===== src/design/perceptron_online_trainer_unit_assert.svh =====
// assertion macros for the perceptron trainer
// expects aclk and aresetn in the scope of the module that includes it
`ifndef PERCEPTRON_ONLINE_TRAINER_UNIT_ASSERT_SVH
`define PERCEPTRON_ONLINE_TRAINER_UNIT_ASSERT_SVH

`ifndef SYNTHESIS
`define PTU_ASSERT(lbl, prop, msg) \
    lbl: assert property (@(posedge aclk) disable iff (!aresetn) prop) else $error(msg);
`define PTU_ASSERT_NEXT(lbl, pre, post, msg) \
    lbl: assert property (@(posedge aclk) disable iff (!aresetn) (pre) |=> (post)) \
        else $error(msg);
`else
`define PTU_ASSERT(lbl, prop, msg)
`define PTU_ASSERT_NEXT(lbl, pre, post, msg)
`endif

`endif


===== src/design/ptu_pkg.sv =====
// shared types and constants of the perceptron trainer
// no dependencies
package ptu_pkg;

    localparam int FEAT_W  = 16;
    localparam int WGT_W   = 32;
    localparam int ETA_W   = 16;
    localparam int THR_W   = 32;
    localparam int NEAR_W  = 16;
    localparam int OPA_W   = WGT_W + 1;
    localparam int OPB_W   = FEAT_W + 2;
    localparam int PROD_W  = OPA_W + OPB_W;
    localparam int ACC_W   = PROD_W + 1;
    localparam int CFG_IDX_W = 8;

    typedef logic signed [FEAT_W-1:0] feat_t;
    typedef logic signed [WGT_W-1:0]  wgt_t;
    typedef logic signed [PROD_W-1:0] prod_t;
    typedef logic signed [ACC_W-1:0]  acc_t;
    typedef logic [CFG_IDX_W-1:0]     cfg_idx_t;

    localparam cfg_idx_t CFG_LEARNING_RATE     = 8'd0;
    localparam cfg_idx_t CFG_THRESHOLD_SQUARED = 8'd1;

    localparam logic [ETA_W-1:0] ETA_RESET = 16'd6554;
    localparam logic [THR_W-1:0] THR_RESET = 32'd4295;

    typedef logic [1:0] mac_sel_t;
    localparam mac_sel_t MAC_DOT  = 2'd0;
    localparam mac_sel_t MAC_STEP = 2'd1;
    localparam mac_sel_t MAC_SQR  = 2'd2;

    typedef struct packed {
        mac_sel_t sel;
        logic     acc_init;
        logic     acc_add;
    } mac_ctrl_t;

endpackage


===== src/design/ptu_mac.sv =====
// shared multiply-accumulate unit: operand select, registered product, accumulator
// depends on ptu_pkg
module ptu_mac (
    input  logic                          aclk,
    input  ptu_pkg::mac_ctrl_t            ctrl,
    input  ptu_pkg::wgt_t                 weight,
    input  ptu_pkg::feat_t                feature,
    input  logic [ptu_pkg::ETA_W-1:0]     eta,
    input  logic [ptu_pkg::NEAR_W-1:0]    dist_mag,
    input  ptu_pkg::acc_t                 acc_init_val,
    output ptu_pkg::prod_t                prod,
    output ptu_pkg::acc_t                 acc
);
    import ptu_pkg::*;

    logic signed [OPA_W-1:0] op_a;
    logic signed [OPB_W-1:0] op_b;
    prod_t prod_reg;
    acc_t  acc_reg;

    always_comb begin
        case (ctrl.sel)
            MAC_DOT: begin
                op_a = OPA_W'(weight);
                op_b = OPB_W'(feature);
            end
            MAC_STEP: begin
                op_a = OPA_W'(feature);
                op_b = OPB_W'($signed({1'b0, eta}));
            end
            MAC_SQR: begin
                op_a = OPA_W'($signed({1'b0, dist_mag}));
                op_b = OPB_W'($signed({1'b0, dist_mag}));
            end
            default: begin
                op_a = '0;
                op_b = '0;
            end
        endcase
    end

    always_ff @(posedge aclk) begin
        prod_reg <= op_a * op_b;
        if (ctrl.acc_init) begin
            acc_reg <= acc_init_val;
        end else if (ctrl.acc_add) begin
            acc_reg <= acc_reg + ACC_W'(prod_reg);
        end
    end

    assign prod = prod_reg;
    assign acc  = acc_reg;

endmodule


===== src/design/perceptron_online_trainer_unit.sv =====
// Online perceptron trainer. Samples enter on s_ (tdata: feature_0 .. feature_N-1,
// tuser: label); one result per sample leaves on m_ (tdata: weight_0 .. weight_N-1,
// bias; tuser: mistake, converged, ignored). Registers are written on the cfg_ channel.
// One shared multiplier under a sequencer does every product: N dot-product terms and
// N squared weight deltas, each followed by an accumulate, and N weight steps on a
// mistake, each written back to its weight, so the multiplier sets the rate.
// A sample runs through the dot product, the decision, the weight update on a mistake,
// the distance check and the result load; a sample ignored after convergence goes
// straight to the result load. One sample is in work at a time; the next request is
// taken in the cycle after the result is loaded.
// The result sits in an output register: a new sample may be accepted while it waits,
// and a finished result holds in the last step until m_tready frees the register.
// Synchronous active-low reset clears weights, previous weights, bias and the
// converged flag and restores the default learning rate and threshold.
// Configuration must be written only while no sample is in work; the block itself does not enforce this.
// depends on ptu_pkg, ptu_mac and perceptron_online_trainer_unit_assert.svh
`include "perceptron_online_trainer_unit_assert.svh"

module perceptron_online_trainer_unit #(
    parameter int NUM_FEATURES = 4
) (
    input  logic                                         aclk,
    input  logic                                         aresetn,
    input  logic                                         s_tvalid,
    output logic                                         s_tready,
    // feature_0 .. feature_N-1
    input  logic [NUM_FEATURES*ptu_pkg::FEAT_W-1:0]      s_tdata,
    // label
    input  logic [0:0]                                   s_tuser,
    output logic                                         m_tvalid,
    input  logic                                         m_tready,
    // weight_0 .. weight_N-1, bias
    output logic [(NUM_FEATURES+1)*ptu_pkg::WGT_W-1:0]   m_tdata,
    // mistake, converged, ignored
    output logic [2:0]                                   m_tuser,
    input  logic                                         cfg_valid,
    output logic                                         cfg_ready,
    input  ptu_pkg::cfg_idx_t                            cfg_index,
    input  logic [ptu_pkg::THR_W-1:0]                    cfg_data
);
    import ptu_pkg::*;

    localparam int CNT_W = $clog2(NUM_FEATURES + 1);
    localparam logic [CNT_W-1:0] CNT_LAST = CNT_W'(NUM_FEATURES);
    localparam int OUT_W = (NUM_FEATURES + 1) * WGT_W;

    localparam logic [2:0] S_IDLE   = 3'd0;
    localparam logic [2:0] S_DOT    = 3'd1;
    localparam logic [2:0] S_DECIDE = 3'd2;
    localparam logic [2:0] S_UPD    = 3'd3;
    localparam logic [2:0] S_DIST   = 3'd4;
    localparam logic [2:0] S_CHECK  = 3'd5;

    logic [2:0]        state_reg, state_next;
    logic [CNT_W-1:0]  cnt_reg, cnt_next;
    wgt_t              wgt_reg [NUM_FEATURES];
    wgt_t              wgt_next [NUM_FEATURES];
    wgt_t              prev_reg [NUM_FEATURES];
    wgt_t              prev_next [NUM_FEATURES];
    feat_t             feat_reg [NUM_FEATURES];
    feat_t             feat_next [NUM_FEATURES];
    wgt_t              bias_reg, bias_next;
    logic              label_reg, label_next;
    logic              mistake_reg, mistake_next;
    logic              ignored_reg, ignored_next;
    logic              far_reg, far_next;
    logic              done_reg, done_next;
    logic [ETA_W-1:0]  eta_reg, eta_next;
    logic [THR_W-1:0]  thr_reg, thr_next;
    logic              m_tvalid_reg, m_tvalid_next;
    logic [OUT_W-1:0]  m_tdata_reg, m_tdata_next;
    logic [2:0]        m_tuser_reg, m_tuser_next;

    mac_ctrl_t         mac_ctrl;
    acc_t              acc_init_val;
    prod_t             prod;
    acc_t              acc;
    acc_t              bias_scaled;
    prod_t             step_rnd;
    prod_t             step;
    logic signed [WGT_W+1:0] wgt_sum;
    logic signed [WGT_W+1:0] bias_sum;
    wgt_t              wgt_new;
    logic signed [WGT_W:0]   dist_d;
    logic [WGT_W:0]    dist_abs;
    logic              far_now;
    logic              issue;
    logic              wback;
    logic              mistake_now;
    logic              conv_now;

    function automatic wgt_t sat_wgt(input logic signed [WGT_W+1:0] v);
        wgt_t r;
        if (v[WGT_W+1:WGT_W-1] == 3'b000 || v[WGT_W+1:WGT_W-1] == 3'b111) begin
            r = v[WGT_W-1:0];
        end else if (v[WGT_W+1]) begin
            r = {1'b1, {(WGT_W-1){1'b0}}};
        end else begin
            r = {1'b0, {(WGT_W-1){1'b1}}};
        end
        return r;
    endfunction

    ptu_mac u_mac (
        .aclk         (aclk),
        .ctrl         (mac_ctrl),
        .weight       (wgt_reg[0]),
        .feature      (feat_reg[0]),
        .eta          (eta_reg),
        .dist_mag     (dist_abs[NEAR_W-1:0]),
        .acc_init_val (acc_init_val),
        .prod         (prod),
        .acc          (acc)
    );

    assign issue = (cnt_reg != CNT_LAST);
    assign wback = (cnt_reg != '0);

    assign bias_scaled  = acc_t'(bias_reg) <<< 8;
    assign acc_init_val = (state_reg == S_IDLE) ? bias_scaled : '0;

    // eta*x rounded to nearest, ties up, then Q8.24 to Q16.16
    assign step_rnd = prod + PROD_W'(128);
    assign step     = step_rnd >>> 8;
    assign wgt_sum  = label_reg ? ((WGT_W+2)'(wgt_reg[0]) + (WGT_W+2)'(step))
                                : ((WGT_W+2)'(wgt_reg[0]) - (WGT_W+2)'(step));
    assign wgt_new  = sat_wgt(wgt_sum);
    assign bias_sum = label_reg ? ((WGT_W+2)'(bias_reg) + (WGT_W+2)'({1'b0, eta_reg}))
                                : ((WGT_W+2)'(bias_reg) - (WGT_W+2)'({1'b0, eta_reg}));

    assign dist_d   = (WGT_W+1)'(wgt_reg[0]) - (WGT_W+1)'(prev_reg[0]);
    assign dist_abs = dist_d[WGT_W] ? (WGT_W+1)'(-dist_d) : (WGT_W+1)'(dist_d);
    assign far_now  = |dist_abs[WGT_W:NEAR_W];

    assign mistake_now = label_reg ? (acc[ACC_W-1] || acc == '0) : !acc[ACC_W-1];
    assign conv_now    = done_reg ||
                         (!ignored_reg && !far_reg && acc <= acc_t'({1'b0, thr_reg}));

    always_comb begin
        state_next    = state_reg;
        cnt_next      = cnt_reg;
        wgt_next      = wgt_reg;
        prev_next     = prev_reg;
        feat_next     = feat_reg;
        bias_next     = bias_reg;
        label_next    = label_reg;
        mistake_next  = mistake_reg;
        ignored_next  = ignored_reg;
        far_next      = far_reg;
        done_next     = done_reg;
        eta_next      = eta_reg;
        thr_next      = thr_reg;
        m_tvalid_next = m_tvalid_reg && !m_tready;
        m_tdata_next  = m_tdata_reg;
        m_tuser_next  = m_tuser_reg;
        mac_ctrl      = '{sel: MAC_DOT, acc_init: 1'b0, acc_add: 1'b0};

        if (cfg_valid) begin
            case (cfg_index)
                CFG_LEARNING_RATE:     eta_next = cfg_data[ETA_W-1:0];
                CFG_THRESHOLD_SQUARED: thr_next = cfg_data;
                default: ;
            endcase
        end

        unique case (state_reg)
            S_IDLE: begin
                if (s_tvalid) begin
                    for (int i = 0; i < NUM_FEATURES; i++) begin
                        feat_next[i] = feat_t'(s_tdata[i*FEAT_W +: FEAT_W]);
                    end
                    label_next   = s_tuser[0];
                    cnt_next     = '0;
                    mistake_next = 1'b0;
                    far_next     = 1'b0;
                    if (done_reg) begin
                        ignored_next = 1'b1;
                        state_next   = S_CHECK;
                    end else begin
                        ignored_next      = 1'b0;
                        mac_ctrl.acc_init = 1'b1;
                        state_next        = S_DOT;
                    end
                end
            end
            S_DOT: begin
                mac_ctrl.sel     = MAC_DOT;
                mac_ctrl.acc_add = wback;
                if (issue) begin
                    for (int i = 0; i < NUM_FEATURES - 1; i++) begin
                        feat_next[i] = feat_reg[i+1];
                        wgt_next[i]  = wgt_reg[i+1];
                    end
                    feat_next[NUM_FEATURES-1] = feat_reg[0];
                    wgt_next[NUM_FEATURES-1]  = wgt_reg[0];
                    cnt_next = CNT_W'(cnt_reg + 1'b1);
                end else begin
                    cnt_next   = '0;
                    state_next = S_DECIDE;
                end
            end
            S_DECIDE: begin
                mac_ctrl.acc_init = 1'b1;
                mistake_next      = mistake_now;
                cnt_next          = '0;
                if (mistake_now) begin
                    bias_next  = sat_wgt(bias_sum);
                    state_next = S_UPD;
                end else begin
                    state_next = S_DIST;
                end
            end
            S_UPD: begin
                mac_ctrl.sel = MAC_STEP;
                if (issue) begin
                    for (int i = 0; i < NUM_FEATURES - 1; i++) begin
                        feat_next[i] = feat_reg[i+1];
                    end
                    feat_next[NUM_FEATURES-1] = feat_reg[0];
                end
                if (wback) begin
                    for (int i = 0; i < NUM_FEATURES - 1; i++) begin
                        wgt_next[i]  = wgt_reg[i+1];
                        prev_next[i] = prev_reg[i+1];
                    end
                    wgt_next[NUM_FEATURES-1]  = wgt_new;
                    prev_next[NUM_FEATURES-1] = wgt_reg[0];
                end
                if (issue) begin
                    cnt_next = CNT_W'(cnt_reg + 1'b1);
                end else begin
                    cnt_next   = '0;
                    state_next = S_DIST;
                end
            end
            S_DIST: begin
                mac_ctrl.sel     = MAC_SQR;
                mac_ctrl.acc_add = wback;
                if (issue) begin
                    for (int i = 0; i < NUM_FEATURES - 1; i++) begin
                        wgt_next[i]  = wgt_reg[i+1];
                        prev_next[i] = prev_reg[i+1];
                    end
                    wgt_next[NUM_FEATURES-1]  = wgt_reg[0];
                    prev_next[NUM_FEATURES-1] = prev_reg[0];
                    far_next = far_reg || far_now;
                    cnt_next = CNT_W'(cnt_reg + 1'b1);
                end else begin
                    cnt_next   = '0;
                    state_next = S_CHECK;
                end
            end
            S_CHECK: begin
                if (!m_tvalid_reg || m_tready) begin
                    done_next     = conv_now;
                    m_tvalid_next = 1'b1;
                    for (int i = 0; i < NUM_FEATURES; i++) begin
                        m_tdata_next[i*WGT_W +: WGT_W] = wgt_reg[i];
                    end
                    m_tdata_next[NUM_FEATURES*WGT_W +: WGT_W] = bias_reg;
                    m_tuser_next = {ignored_reg, conv_now, mistake_reg};
                    state_next   = S_IDLE;
                end
            end
            default: begin
                state_next = S_IDLE;
            end
        endcase
    end

    always_ff @(posedge aclk) begin
        if (!aresetn) begin
            state_reg    <= S_IDLE;
            cnt_reg      <= '0;
            bias_reg     <= '0;
            done_reg     <= 1'b0;
            eta_reg      <= ETA_RESET;
            thr_reg      <= THR_RESET;
            m_tvalid_reg <= 1'b0;
            for (int i = 0; i < NUM_FEATURES; i++) begin
                wgt_reg[i]  <= '0;
                prev_reg[i] <= '0;
            end
        end else begin
            state_reg    <= state_next;
            cnt_reg      <= cnt_next;
            bias_reg     <= bias_next;
            done_reg     <= done_next;
            eta_reg      <= eta_next;
            thr_reg      <= thr_next;
            m_tvalid_reg <= m_tvalid_next;
            wgt_reg      <= wgt_next;
            prev_reg     <= prev_next;
        end
    end

    always_ff @(posedge aclk) begin
        feat_reg    <= feat_next;
        label_reg   <= label_next;
        mistake_reg <= mistake_next;
        ignored_reg <= ignored_next;
        far_reg     <= far_next;
        m_tdata_reg <= m_tdata_next;
        m_tuser_reg <= m_tuser_next;
    end

    assign s_tready  = (state_reg == S_IDLE);
    assign cfg_ready = 1'b1;
    assign m_tvalid  = m_tvalid_reg;
    assign m_tdata   = m_tdata_reg;
    assign m_tuser   = m_tuser_reg;

    `PTU_ASSERT(a_ignored_converged, m_tvalid && m_tuser[2] |-> m_tuser[1], "ignored without converged")
    `PTU_ASSERT(a_mistake_not_ignored, m_tvalid |-> !(m_tuser[0] && m_tuser[2]), "mistake on ignored request")
    `PTU_ASSERT_NEXT(a_done_sticky, done_reg, done_reg, "converged flag dropped")
    `PTU_ASSERT(a_cnt_range, cnt_reg <= CNT_LAST, "step counter out of range")
    `PTU_ASSERT_NEXT(a_accept_busy, s_tvalid && s_tready, state_reg != S_IDLE, "accept did not start work")

endmodule

===== config.mk =====
export PLATFORM = sky130hd
export DESIGN_NAME = perceptron_online_trainer_unit
export DESIGN_NICKNAME = d
export VERILOG_FILES = /design/src/design/ptu_pkg.sv /design/src/design/ptu_mac.sv /design/src/design/perceptron_online_trainer_unit.sv
export VERILOG_INCLUDE_DIRS = /design/src /design/src/design
export SDC_FILE = /design/constraint.sdc
export NUM_CORES = 2
export LEC_CHECK = 0
export BUFFER_PORTS_ARGS = -buffer_cell sky130_fd_sc_hd__buf_2
export CORE_UTILIZATION = 40
export CTS_CLUSTER_DIAMETER = 80
export CTS_CLUSTER_SIZE = 25
export DETAILED_ROUTE_END_ITERATION = 8
export PLACE_DENSITY = 0.57
export RECOVER_POWER = 50
export SETUP_SLACK_MARGIN = 0.02
export SYNTH_ARGS = -nofsm -noshare
export SYNTH_HDL_FRONTEND = slang
export SYNTH_SLANG_ARGS = --single-unit

===== constraint.sdc =====
create_clock -name aclk -period 10 [get_ports aclk]
set_clock_uncertainty 0.1 [all_clocks]
set_input_delay 1 -clock aclk [delete_from_list [all_inputs] [get_ports aclk]]
set_output_delay 1 -clock aclk [all_outputs]
set_load 0.005 [all_outputs]

==> out/results.txt <==
outcome - finished with violations
failing checks - antenna rules, capacitance limit, slew limit
largest net degree at the start of global routing - 120
wirelength, routed - 192000 um
WS Path Type - register to register
Tot GR Track Use - 0.268
GR peak layer - met2
Remaining DRCs - 0
wire per inst - 21.9 um
most common cell after layout, fill and taps aside - nand2_1
initial antenna violation count - 13
Place WS - -228 ps
required time of the critical path - 10470 ps
storage element area - 16400 sq um
final-report setup violation count - 0
Clock Tree Buf Depth - 3
total core area - 140000 sq um
Die Area - 143000 sq um
setup_tns - 0 ps
global-route wire length before repair - 289000 um
row cnt - 137
mapped cell area - 56400 sq um
Crit path largest cell delay - 550 ps
highest clock rate - 104 MHz
total power - 16.9 mW
Cells after Synth - 6411
CTS tree - built
GRT overflow - 0
DP HPWL - 155000 um
Pre-Repair DR Iteration Count - 6
worst hold slack - 334 ps
crit path DAT - 10070 ps
Ys Warns - 0
top cell type's share of synthesized area - 0.199
vias - 47000
Hold Vio Cnt, Final - 0
Critical Path Source - wgt_reg[96]
max_cap viols - 7
slowest stage cell, crit path - fa_1
max reg flops - 160
ys async rst share - 0
Crit Path Max Fanout - 3
Layout fillers - 13700
vias in the first global route - 46100
Initial Util - 0.404
clk sinks - 678
number of synthesized register bits - 678
total CTS buffers - 47
ys flop type - dfxtp_1
# IOs - 276
launching point of the worst reg2reg path - wgt_reg[96]
layout cells sized above 1 - 0.116
clock root buffer - clkbuf_16
post-synthesis sequential area ratio - 0.291
Worst VDD drop - 187 uV
Max Slew Vio Count - 515
Worst Hold Class - register to register
Tcrit/Tclk final - 0.960
layout overhead on the synthesized area - 14.7%
setup ws final - 397 ps
antenna-violating nets left - 1
Die W - 378 um
Worst setup SP type - register
largest cells by area after synthesis - fa_1 20%, edfxtp_1 15%, dfxtp_1 14%, nand2_1 8.4%, ha_1 6.9%
die span in y - 378 um
Iteration-0 DRC Markers - 3467
GPL Wtd Cong - 0.957
post-synth top area cell - fa_1
Syn Nets - 7392
CP endpoint kind - register
Worst Max-Slew Pin Slew - 4820 ps
clock slew seen by the registers of the worst setup and hold paths - 90 ps
nets - 7850
Post-synth EDFFs - 283
commonest cells after routing, fill and taps aside - 1260 x nand2_1, 763 x inv_1, 554 x fa_1
number of distinct library cells after synthesis - 90
clock period minus worst slack - 9600 ps
slew margin rel. - -2.21
Core Util, Final - 0.463
H-Tree Depth - 2
Avg Inst Size Synth - 8.80 sq um
routing usage on met1 - 0.380
met2 Track Usage GR - 0.423
hold_sp - mistake_reg
Port Buffers - 274
most used cell, CP - fa_1
pwr dens - 261 nW/um^2
hold buffers post-CTS - 0
vias per cell - 5.34
Multi-input gate area - 36500 sq um
met3 usage - 0.0408
Leak - 28.9 nW
later-pin clock latency in the skew report - 690 ps
path summary, 6_finish.rpt:
path	end	slack (ps)	cells after the start
setup / recovery	u_mac.prod[48]	400	36
hold / removal	m_tuser[0]	330	0
hold reg to reg	m_tuser[0]	330	0
setup reg to reg	u_mac.prod[48]	400	36
per-layer routing:
layer / part of all wire / vias to the layer above / wire, um
li1: - / 22200 / -
met5: 0.000062 / - / 12
met2: 0.45 / 1411 / 85700
met4: 0.031 / 2 / 6050
met3: 0.067 / 234 / 12800
met1: 0.46 / 23100 / 87500
layout make-up:
cell class | instances | area share
inverter | 768 | 0.0445
antenna | 7 | 0.000271
timing repair buffer | 723 | 0.0735
clock inverter | 34 | 0.00910
clock buffer | 54 | 0.0191
tap | 1876 | 0.0363
sequential | 678 | 0.253
multi-input combinational | 4651 | 0.564
cells in the mapped netlist (56+ instances only):
library cell and n:
clkbuf_1 275, nand2_1 1263, nor3_1 56, a21o_1 140, nor2_1 377, ha_1 309
inv_1 767, o21ai_0 274, fa_1 562, a21boi_0 225, a21oi_1 318, nand3_1 67
and2_1 66, xnor2_1 177, edfxtp_1 283, xor2_1 88, dfxtp_1 395
power by group:
group	internal (mW)	switching, mW
registers	3.68	0.669
clock network	1.07	1.21
logic	4.05	6.21
stage by stage:
step,area [sq um],cells
after floorplan,56400,6411
after global routing,64700,8784
after global placement,62500,8669
after detailed placement,62500,8669
final,64700,8791
after CTS,64500,8761
what timing repair did:
item / in CTS / in global routing
pin swaps: 2 / 67
gates cloned: 1 / 0
endpoints found under the setup margin: 11 / 23
gates resized for setup: 18 / 93
setup buffers: 3 / 23
cells by family (layout without fill, tap and decap cells):
group	count (synthesis)	count (layout)	synth area share
adder cells (fa/ha/maj)	875	875	0.269
AND/OR/NAND/NOR	2114	2114	0.161
flip-flops	678	678	0.291
other	1	8	0.0000664
AO/OA/AOI/OAI	1368	1369	0.161
multiplexers	27	27	0.00494
buffers and inverters	1083	1579	0.0727
XOR/XNOR	265	265	0.0411
critical path, delay by kind of cell (launching register included):
family / cells / cell delay (ps)
AO/OA/AOI/OAI: 12 / 2460
XOR/XNOR: 2 / 400
adder cells (fa/ha/maj): 9 / 4010
buffers and inverters: 4 / 360
flip-flops: 1 / 340
AND/OR/NAND/NOR: 9 / 1850
Note: power is estimated with default switching activity, not from simulation.
